$ cat config.mk
export PLATFORM = sky130hd
export DESIGN_NAME = playfair_digraph_cipher_flat
export DESIGN_NICKNAME = d
export VERILOG_FILES = /design/src/hw/rtl/plc_pkg.sv /design/src/hw/rtl/plc_if.sv /design/src/hw/rtl/plc_ram.sv /design/src/hw/rtl/plc_pair_map.sv /design/src/hw/rtl/playfair_digraph_cipher.sv /design/src/flat_wrapper.sv
export SDC_FILE = /design/constraint.sdc
export NUM_CORES = 1
export LEC_CHECK = 0
export BUFFER_PORTS_ARGS = -buffer_cell sky130_fd_sc_hd__buf_2
export CORE_UTILIZATION = 25
export DETAILED_ROUTE_END_ITERATION = 10
export MAX_ROUTING_LAYER = met4
export PLACE_DENSITY_LB_ADDON = 0.15
export RECOVER_POWER = 25
export SYNTH_ARGS = -nofsm -noshare
export SYNTH_HDL_FRONTEND = slang
export SYNTH_HIERARCHICAL = 1
export SYNTH_SLANG_ARGS = --single-unit
export TNS_END_PERCENT = 50
$ cat constraint.sdc
create_clock -name clk -period 7.1 [get_ports clk]
set_input_delay 0.71 -clock clk [delete_from_list [all_inputs] [get_ports clk]]
set_output_delay 0.71 -clock clk [all_outputs]
set_load 0.02 [all_outputs]
$ cat src/hw/rtl/plc_pkg.sv
// ----------------------------------------------------------------------------
// plc_pkg
// shared types, constants and letter helpers of the digraph cipher
// ----------------------------------------------------------------------------
`default_nettype none

package plc_pkg;

  localparam int NUM_LETTERS = 25;
  localparam int SIDE        = 5;

  localparam logic [4:0] IDX_V     = 5'd21;
  localparam logic [4:0] IDX_X     = 5'd22;
  localparam logic [4:0] IDX_SPACE = 5'd25;
  localparam logic [4:0] IDX_BAD   = 5'd26;
  localparam logic [4:0] IDX_LAST  = 5'(NUM_LETTERS - 1);

  localparam logic [7:0] ASCII_SPACE = 8'h20;
  localparam logic [7:0] ASCII_A     = 8'h41;
  localparam logic [7:0] ASCII_Z     = 8'h5a;
  localparam logic [7:0] ASCII_V     = 8'h56;
  localparam logic [7:0] ASCII_W     = 8'h57;
  localparam logic [7:0] ASCII_X     = 8'h58;
  localparam logic [7:0] ASCII_LA    = 8'h61;
  localparam logic [7:0] ASCII_LZ    = 8'h7a;
  localparam logic [7:0] CASE_GAP    = 8'h20;

  typedef enum logic [1:0] {
    CMD_KEY_LETTER  = 2'd0,
    CMD_KEY_END     = 2'd1,
    CMD_TEXT_LETTER = 2'd2,
    CMD_TEXT_END    = 2'd3
  } plc_cmd_t;

  typedef enum logic [1:0] {
    STATUS_PAIR = 2'd0,
    STATUS_BAD  = 2'd1,
    STATUS_DONE = 2'd2
  } plc_status_t;

  typedef enum logic [1:0] {
    ST_IDLE,
    ST_FILL,
    ST_POS,
    ST_SQ
  } plc_state_t;

  // letter index 0..24, space and bad as escape codes
  function automatic logic [4:0] classify(input logic [7:0] ch);
    logic [7:0] c;
    begin
      c = ch;
      if (ch == ASCII_SPACE) return IDX_SPACE;
      if (c >= ASCII_LA && c <= ASCII_LZ) c = c - CASE_GAP;
      if (c < ASCII_A || c > ASCII_Z) return IDX_BAD;
      if (c == ASCII_W) c = ASCII_V;
      if (c < ASCII_W) return 5'(c - ASCII_A);
      return 5'(c - ASCII_A - 8'd1);
    end
  endfunction

  function automatic logic [7:0] to_ascii(input logic [4:0] idx);
    begin
      if (idx < IDX_X) return ASCII_A + {3'b000, idx};
      return ASCII_X + {3'b000, idx - IDX_X};
    end
  endfunction

  function automatic logic [2:0] pos_row(input logic [4:0] p);
    begin
      if (p >= 5'd20) return 3'd4;
      if (p >= 5'd15) return 3'd3;
      if (p >= 5'd10) return 3'd2;
      if (p >= 5'd5)  return 3'd1;
      return 3'd0;
    end
  endfunction

  function automatic logic [2:0] pos_col(input logic [4:0] p);
    logic [4:0] r5;
    begin
      r5 = {2'b00, pos_row(p)};
      return 3'(p - r5 * 5'(SIDE));
    end
  endfunction

  function automatic logic [4:0] cell_at(input logic [2:0] r, input logic [2:0] c);
    begin
      return {2'b00, r} * 5'(SIDE) + {2'b00, c};
    end
  endfunction

  // one step around a row or column, forward or backward
  function automatic logic [2:0] wrap_step(input logic [2:0] x, input logic back);
    begin
      if (back) return (x == 3'd0) ? 3'(SIDE - 1) : x - 3'd1;
      return (x == 3'(SIDE - 1)) ? 3'd0 : x + 3'd1;
    end
  endfunction

endpackage

`default_nettype wire

$ cat src/hw/rtl/plc_if.sv
// ----------------------------------------------------------------------------
// plc_if
// valid/ready channels for command input and pair output
// ----------------------------------------------------------------------------
`default_nettype none

interface plc_in_if;
  logic       valid;
  logic       ready;
  logic [1:0] cmd;
  logic [7:0] char_in;

  modport source (output valid, output cmd, output char_in, input ready);
  modport sink   (input valid, input cmd, input char_in, output ready);
endinterface

interface plc_out_if;
  logic       valid;
  logic       ready;
  logic [1:0] status;
  logic [7:0] first_out;
  logic [7:0] second_out;
  logic       last;

  modport source (output valid, output status, output first_out, output second_out,
                  output last, input ready);
  modport sink   (input valid, input status, input first_out, input second_out,
                  input last, output ready);
endinterface

`default_nettype wire

$ cat src/hw/rtl/plc_ram.sv
// ----------------------------------------------------------------------------
// plc_ram
// 25 x 5 memory, one write port, two registered read ports
// ----------------------------------------------------------------------------
`default_nettype none

module plc_ram
  import plc_pkg::*;
(
  input  wire logic       clk,
  input  wire logic       we,
  input  wire logic [4:0] waddr,
  input  wire logic [4:0] wdata,
  input  wire logic [4:0] raddr_a,
  input  wire logic [4:0] raddr_b,
  output logic      [4:0] rdata_a,
  output logic      [4:0] rdata_b
);

  logic [4:0] mem [NUM_LETTERS];

  always_ff @(posedge clk) begin
    if (we) begin
      mem[waddr] <= wdata;
    end
    rdata_a <= mem[raddr_a];
    rdata_b <= mem[raddr_b];
  end

endmodule

`default_nettype wire

$ cat src/hw/rtl/plc_pair_map.sv
// ----------------------------------------------------------------------------
// plc_pair_map
// column, row and rectangle rules on two square cells
// ----------------------------------------------------------------------------
`default_nettype none

module plc_pair_map
  import plc_pkg::*;
(
  input  wire logic       back,
  input  wire logic [4:0] p1,
  input  wire logic [4:0] p2,
  output logic      [4:0] q1,
  output logic      [4:0] q2
);

  logic [2:0] r1, c1, r2, c2;

  always_comb begin
    r1 = pos_row(p1);
    c1 = pos_col(p1);
    r2 = pos_row(p2);
    c2 = pos_col(p2);
    if (c1 == c2) begin
      q1 = cell_at(wrap_step(r1, back), c1);
      q2 = cell_at(wrap_step(r2, back), c1);
    end else if (r1 == r2) begin
      q1 = cell_at(r1, wrap_step(c1, back));
      q2 = cell_at(r1, wrap_step(c2, back));
    end else begin
      q1 = cell_at(r1, c2);
      q2 = cell_at(r2, c1);
    end
  end

endmodule

`default_nettype wire

$ cat src/hw/rtl/playfair_digraph_cipher.sv
// ----------------------------------------------------------------------------
// playfair_digraph_cipher
// 5x5 digraph cipher: key square build and pair encipher/decipher
// ----------------------------------------------------------------------------
// channel   dir  transaction payload
// in_ch     in   cmd, char_in
// out_ch    out  status, first_out, second_out, last
// mode_we   in   mode_wdata (0 encrypt, 1 decrypt)
//
// key letters, spaces and single text letters leave the block idle
// a completed pair goes through position read, square read, output
// key end walks all 25 letter indices after the accept, one letter index per cycle
// key end on a complete square is accepted and does nothing
// rst clears control state; the square memories hold garbage until keyed
// a waiting result that is not drained this cycle holds off every command
// ----------------------------------------------------------------------------
`default_nettype none

module playfair_digraph_cipher
  import plc_pkg::*;
(
  input  wire logic  clk,
  input  wire logic  rst,
  input  wire logic  mode_we,
  input  wire logic  mode_wdata,
  plc_in_if.sink     in_ch,
  plc_out_if.source  out_ch
);

  plc_state_t state, state_next;

  // control registers
  logic        mode;
  logic [24:0] letter_used;
  logic [4:0]  key_count;
  logic [4:0]  pending_letter;
  logic        pending_valid;
  logic [4:0]  fill_idx;
  logic        pair_last;

  // output register
  logic        out_valid;
  plc_status_t out_status;
  logic [7:0]  out_first;
  logic [7:0]  out_second;
  logic        out_last;

  // decode
  plc_cmd_t    cmd;
  logic [4:0]  cls;
  logic        in_fire;
  logic        out_free;
  logic        key_full;

  // combinational controls
  logic        place_en;
  logic [4:0]  place_idx;
  logic        fill_start;
  logic        pair_start;
  logic        pair_last_next;
  logic [4:0]  rd_a, rd_b;
  logic        set_pending;
  logic        clear_pending;
  logic        imm_load;
  plc_status_t imm_status;
  logic        imm_last;
  logic        sq_load;

  // memory data
  logic [4:0]  pos_a, pos_b;
  logic [4:0]  q1, q2;
  logic [4:0]  sq_a, sq_b;

  assign cmd      = plc_cmd_t'(in_ch.cmd);
  assign cls      = classify(in_ch.char_in);
  assign key_full = key_count >= 5'(NUM_LETTERS);
  assign out_free = !out_valid || out_ch.ready;
  // idle and room for whatever result this command might make
  assign in_ch.ready = (state == ST_IDLE) && out_free;
  assign in_fire     = in_ch.valid && in_ch.ready;

  // letter -> cell, read with the two letters of a pair
  plc_ram u_pos_ram (
    .clk     (clk),
    .we      (place_en),
    .waddr   (place_idx),
    .wdata   (key_count),
    .raddr_a (rd_a),
    .raddr_b (rd_b),
    .rdata_a (pos_a),
    .rdata_b (pos_b)
  );

  // cell -> letter, read at the two mapped cells
  plc_ram u_sq_ram (
    .clk     (clk),
    .we      (place_en),
    .waddr   (key_count),
    .wdata   (place_idx),
    .raddr_a (q1),
    .raddr_b (q2),
    .rdata_a (sq_a),
    .rdata_b (sq_b)
  );

  plc_pair_map u_pair_map (
    .back (mode),
    .p1   (pos_a),
    .p2   (pos_b),
    .q1   (q1),
    .q2   (q2)
  );

  always_comb begin
    state_next     = state;
    place_en       = 1'b0;
    place_idx      = cls;
    fill_start     = 1'b0;
    pair_start     = 1'b0;
    pair_last_next = 1'b0;
    rd_a           = pending_letter;
    rd_b           = IDX_X;
    set_pending    = 1'b0;
    clear_pending  = 1'b0;
    imm_load       = 1'b0;
    imm_status     = STATUS_BAD;
    imm_last       = 1'b0;
    sq_load        = 1'b0;
    unique case (state)
      ST_IDLE: begin
        if (in_fire) begin
          unique case (cmd)
            CMD_KEY_LETTER: begin
              // ignored once the square is full, spaces skipped
              if (!key_full && cls != IDX_SPACE) begin
                if (cls == IDX_BAD) begin
                  imm_load = 1'b1;
                end else if (!letter_used[cls]) begin
                  place_en = 1'b1;
                end
              end
            end
            CMD_KEY_END: begin
              if (!key_full) begin
                fill_start = 1'b1;
                state_next = ST_FILL;
              end
            end
            CMD_TEXT_LETTER: begin
              if (cls == IDX_SPACE) begin
                // skipped
              end else if (!key_full || cls == IDX_BAD) begin
                imm_load = 1'b1;
              end else if (!pending_valid) begin
                set_pending = 1'b1;
              end else begin
                pair_start = 1'b1;
                state_next = ST_POS;
                // doubled letter in encrypt mode: pair with X, keep pending
                if (!mode && cls == pending_letter && cls != IDX_X) begin
                  rd_b = IDX_X;
                end else begin
                  rd_b          = cls;
                  clear_pending = 1'b1;
                end
              end
            end
            CMD_TEXT_END: begin
              imm_last = 1'b1;
              if (!key_full) begin
                imm_load = 1'b1;
              end else if (pending_valid) begin
                // odd letter padded with X
                pair_start     = 1'b1;
                pair_last_next = 1'b1;
                clear_pending  = 1'b1;
                state_next     = ST_POS;
              end else begin
                imm_load   = 1'b1;
                imm_status = STATUS_DONE;
              end
            end
            default: ;
          endcase
        end
      end
      ST_FILL: begin
        // append the unused letters in alphabetical order
        place_idx = fill_idx;
        place_en  = !letter_used[fill_idx];
        if (fill_idx == IDX_LAST) begin
          state_next = ST_IDLE;
        end
      end
      ST_POS: begin
        // positions are out of the ram, cells go to the square ram
        state_next = ST_SQ;
      end
      ST_SQ: begin
        sq_load    = 1'b1;
        state_next = ST_IDLE;
      end
      default: state_next = ST_IDLE;
    endcase
  end

  always_ff @(posedge clk) begin
    if (rst) begin
      state <= ST_IDLE;
    end else begin
      state <= state_next;
    end
  end

  always_ff @(posedge clk) begin
    if (rst) begin
      mode           <= 1'b0;
      letter_used    <= '0;
      key_count      <= '0;
      pending_letter <= '0;
      pending_valid  <= 1'b0;
      fill_idx       <= '0;
      pair_last      <= 1'b0;
    end else begin
      if (mode_we) begin
        mode <= mode_wdata;
      end
      if (place_en) begin
        letter_used[place_idx] <= 1'b1;
        key_count              <= key_count + 5'd1;
      end
      if (fill_start) begin
        fill_idx <= '0;
      end else if (state == ST_FILL) begin
        fill_idx <= fill_idx + 5'd1;
      end
      if (set_pending) begin
        pending_letter <= cls;
        pending_valid  <= 1'b1;
      end else if (clear_pending) begin
        pending_letter <= '0;
        pending_valid  <= 1'b0;
      end
      if (pair_start) begin
        pair_last <= pair_last_next;
      end
    end
  end

  // output register, loaded only when free or being drained
  always_ff @(posedge clk) begin
    if (rst) begin
      out_valid <= 1'b0;
    end else if (imm_load || sq_load) begin
      out_valid <= 1'b1;
    end else if (out_ch.ready) begin
      out_valid <= 1'b0;
    end
  end

  always_ff @(posedge clk) begin
    if (imm_load) begin
      out_status <= imm_status;
      out_first  <= '0;
      out_second <= '0;
      out_last   <= imm_last;
    end else if (sq_load) begin
      out_status <= STATUS_PAIR;
      out_first  <= to_ascii(sq_a);
      out_second <= to_ascii(sq_b);
      out_last   <= pair_last;
    end
  end

  assign out_ch.valid      = out_valid;
  assign out_ch.status     = out_status;
  assign out_ch.first_out  = out_first;
  assign out_ch.second_out = out_second;
  assign out_ch.last       = out_last;

endmodule

`default_nettype wire

$ cat src/flat_wrapper.sv
// flat-port wrapper written by rule: the top's interface ports become plain ports
module playfair_digraph_cipher_flat import plc_pkg::*;
  (clk, rst, mode_we, mode_wdata, in_ch_valid, in_ch_cmd, in_ch_char_in, in_ch_ready, out_ch_valid, out_ch_status, out_ch_first_out, out_ch_second_out, out_ch_last, out_ch_ready);
  plc_in_if in_ch_i ();
  plc_out_if out_ch_i ();
  input  wire logic clk;
  input  wire logic rst;
  input  wire logic mode_we;
  input  wire logic mode_wdata;
  input wire logic [$bits(in_ch_i.valid)-1:0] in_ch_valid;
  input wire logic [$bits(in_ch_i.cmd)-1:0] in_ch_cmd;
  input wire logic [$bits(in_ch_i.char_in)-1:0] in_ch_char_in;
  output wire logic [$bits(in_ch_i.ready)-1:0] in_ch_ready;
  output wire logic [$bits(out_ch_i.valid)-1:0] out_ch_valid;
  output wire logic [$bits(out_ch_i.status)-1:0] out_ch_status;
  output wire logic [$bits(out_ch_i.first_out)-1:0] out_ch_first_out;
  output wire logic [$bits(out_ch_i.second_out)-1:0] out_ch_second_out;
  output wire logic [$bits(out_ch_i.last)-1:0] out_ch_last;
  input wire logic [$bits(out_ch_i.ready)-1:0] out_ch_ready;
  assign in_ch_i.valid = in_ch_valid;
  assign in_ch_i.cmd = in_ch_cmd;
  assign in_ch_i.char_in = in_ch_char_in;
  assign in_ch_ready = in_ch_i.ready;
  assign out_ch_valid = out_ch_i.valid;
  assign out_ch_status = out_ch_i.status;
  assign out_ch_first_out = out_ch_i.first_out;
  assign out_ch_second_out = out_ch_i.second_out;
  assign out_ch_last = out_ch_i.last;
  assign out_ch_i.ready = out_ch_ready;
  playfair_digraph_cipher u_core (.clk(clk), .rst(rst), .mode_we(mode_we), .mode_wdata(mode_wdata), .in_ch(in_ch_i), .out_ch(out_ch_i));
endmodule
==> reports/summary.txt <==
Global Route Usage Sum -> 0.147
Pleak -> 6.87 nW
# hold bufs at CTS -> 0
CP Launch Point -> u_core/u_pos_ram/rdata_a[3]
Gp weighted congestion -> 0.811
Setup Crit Path Kind -> reg2reg
Initial antenna violation count -> 0
CP Launch Type -> flip-flop
# H-tree levels -> 2
Ant diodes -> 0
Main synth FF type -> edfxtp_1
Port Buffer Count -> 34
Post-DP HPWL -> 37500 um
Final Skew -> 22.7 ps
Maximum clock frequency -> 0.169 GHz
R2r startpoint -> u_core/u_pos_ram/rdata_a[3]
CTS max path bufs -> 3
Failing checks -> max-capacitance violations, max-slew violations
Peak VDD IR -> 0.000125 V
Die ar. -> 75500 um2
Clk_lat worst skew -> 570 ps
Asr flop ratio synth -> 0
Post-CTS Setup Inserts -> 0
Detailed Route Iter0 Violations -> 811
Initial Util -> 0.254
Reg-to-Reg End -> u_core/u_sq_ram/rdata_a[4]
Register area -> 9180 um2
Layout cell share with drive strength beyond 1 -> 0.181
Grt ovf -> 0
Syn_area_per_cell -> 12.8 um2
Fill count -> 7391
Slew HR -> -0.420
Die width -> 275 um
Layout net count -> 1539
Worst setup EP type -> flip-flop
Largest net degree at the start of global routing -> 48
Num CTS Buffers -> 40
Root Buffer -> clkbuf_16
Area of the multi-input gates -> 8700 um2
Pins Over Slew Limit -> 219
Worst-Margin Slew -> 2130 ps
P&R area growth vs syn -> 13.0%
Met1 usage -> 0.190
Flop-to-flop setup slack -> 1170 ps
Cell count after synthesis -> 1448
Flops & latches, synth -> 332
WP data arrival -> 6400 ps
Seq/Total Area, Yosys -> 0.494
Number of synthesized flops with an enable pin -> 253
Pwr dens -> 218 nW/um2
Row cnt -> 99
Reg2Reg Depth -> 18
Sink Count -> 332
GR Layer Usage met3 -> 0.0229
Busiest grt layer -> met2
Fin crit period -> 5930 ps
Req. time, crit path -> 7570 ps
Final setup viols -> 0
Syn Std Cell Area -> 18600 um2
Crit path max fanout -> 23
Max_cap viols -> 6
Via count -> 12400
Remaining routing DRC violations -> 0
Worst hold path class -> in2reg
GRT met2 Usage -> 0.239
Io pins -> 37
Final setup TNS -> 0 ps
Worst setup endpoint -> u_core/u_sq_ram/rdata_a[4]
Unrepaired setup endpoints after global routing -> no
Fin crit share -> 0.835
ANT nets after route -> 0
Status -> finished, violations left
Core ar. -> 73200 um2
Yosys warns -> 6
CTS resizes -> 0
TritonCTS clock tree -> built
CTS clock-pin slew for the worst setup and hold paths -> 60 ps
Vias/cell -> 5.03
First-pass GRT wire length -> 81400 um
Vias in the first global route -> 12500
Hold Slack -> 419 ps
TritonRoute pass-1 iters -> 5
Overall routed net length -> 53800 um
Avg WL per Cell -> 21.9 um
Fin. Hold Viols -> 0
Die height -> 275 um
Synth unique cells -> 105
==> layout make-up <==
cell class | instances | area share
Tap cell | 959 | 0.0571
Timing Repair Buffer | 65 | 0.0170
Inverter | 71 | 0.0127
Sequential cell | 332 | 0.437
Clock inverter | 24 | 0.0116
Multi-Input combinational cell | 958 | 0.414
Clock buffer | 49 | 0.0507
==> logic make-up (layout without fill, tap and decap cells) <==
| family | after synthesis | in the layout | share of synthesized area |
|---|---|---|---|
| simple gates | 392 | 392 | 0.108 |
| fa+ha+maj | 56 | 56 | 0.0404 |
| buf+inv | 159 | 209 | 0.0407 |
| mux | 215 | 215 | 0.199 |
| xor+xnor | 32 | 32 | 0.0151 |
| compound gates | 261 | 261 | 0.103 |
| flops | 332 | 332 | 0.494 |
| other cells | 1 | 2 | 0.000202 |
==> worst max-delay path, stage by stage, from the launching register on <==
cell	delay [ps]
dfxtp_1	440
or3b_2	470
a21oi_1	270
or2_2	260
ha_1	160
inv_1	40
fa_1	790
inv_1	130
ha_1	260
inv_1	80
nand2_1	50
mux4_2	450
mux2_2	290
ha_1	330
xor2_1	160
mux2_2	650
mux4_2	630
o2bb2ai_1	150
a221oi_1	220
==> how the worst min path moves through the flow <==
stage	start	end	slack, ps	cells after the start
2_1_floorplan	u_core/letter_used[11]	u_core/letter_used[11]	440	2
3_3_place_gp	u_core/letter_used[6]	u_core/letter_used[6]	460	2
3_5_place_dp	u_core/out_ch.first_out[3]	u_core/out_ch.first_out[3]	460	2
4_1_cts	mode_wdata	u_core/mode	390	3
5_1_grt	mode_wdata	u_core/mode	420	3
6_report	mode_wdata	u_core/mode	420	3
==> power by group <==
part           total (mW)  switching (mW)  leakage, nW  internal (mW)
Combinational       0.392           0.257         3.31          0.134
Clock                2.05           0.833        0.651           1.22
Sequential           2.14          0.0185         2.91           2.12
==> synthesized netlist by cell type, drive strengths merged, types with 6 or more instances <==
cell type	count	share of area
mux2	33	0.021
o32ai	27	0.013
nand3	34	0.0092
o22ai	13	0.0044
or2	6	0.0020
a21oi	44	0.012
buf	49	0.018
fa	7	0.0075
nand2	81	0.016
nand4	13	0.0044
xnor2	18	0.0085
o211ai	19	0.0077
edfxtp	253	0.41
a311oi	6	0.0028
xor2	14	0.0066
clkbuf	39	0.0079
or3b	7	0.0033
nor4	10	0.0045
ha	48	0.032
a211oi	17	0.0069
a21o	8	0.0032
nor3	24	0.0067
o31ai	7	0.0031
o211a	6	0.0032
nand2b	23	0.0081
o21ai	38	0.010
nor2	125	0.026
mux4	114	0.14
inv	70	0.014
dfxtp	79	0.085
and3	9	0.0033
nand3b	10	0.0040
or3	7	0.0024
nor2b	19	0.0064
a22oi	7	0.0028
a31oi	15	0.0050
a221oi	6	0.0035
mux2i	68	0.037
and2	7	0.0024
==> state kept, by name, summed over array words and instances (netlist names) <==
| name | count |
|---|---|
| u_core/u_sq_ram/mem | 125 |
| u_core/u_sq_ram/rdata_a | 5 |
| u_core/u_pos_ram/rdata_a | 5 |
| u_core/letter_used | 25 |
| u_core/u_sq_ram/rdata_b | 5 |
| u_core/u_pos_ram/mem | 125 |
| u_core/out_ch.valid | 1 |
| u_core/pending_valid | 1 |
| u_core/key_count | 5 |
| u_core/state | 2 |
| u_core/out_ch.first_out | 7 |
| u_core/out_ch.last | 1 |
| u_core/u_pos_ram/rdata_b | 5 |
| u_core/out_ch.status | 2 |
| u_core/fill_idx | 5 |
| u_core/pending_letter | 5 |
| u_core/out_ch.second_out | 6 |
| u_core/mode | 1 |
| u_core/pair_last | 1 |
==> routing by layer <==
metal | wire (um) | share of wire | vias to the layer above
met2 | 26100 | 0.49 | 253
met5 | 0 | 0 | -
met1 | 24400 | 0.45 | 6319
met4 | 1150 | 0.021 | 0
met3 | 2150 | 0.040 | 73
li1 | - | - | 5719
==> layout by cell type, fill, tap and decap left out, types with 26 or more instances in the layout <==
cell type	n
edfxtp_1	253
nor2_1	123
mux4_2	96
nand2_1	80
dfxtp_1	78
mux2i_1	68
inv_1	67
ha_1	48
clkbuf_16	41
a21oi_1	41
nand3_1	34
clkbuf_1	32
o21ai_0	30
o32ai_1	26
mux2_2	26
==> through the flow <==
step	util	setup WS, ps	power, mW	instances	area, um2
2_1_floorplan	-	2070	2.44	1449	18600
3_3_place_gp	0.270	1090	2.57	2385	19800
5_1_grt	0.287	721	4.76	2458	21000
3_5_place_dp	0.270	1060	2.57	2385	19800
6_report	0.287	1170	4.58	2458	21000
4_1_cts	0.288	1050	4.66	2458	21100
Power figures use the tool's default switching activity.
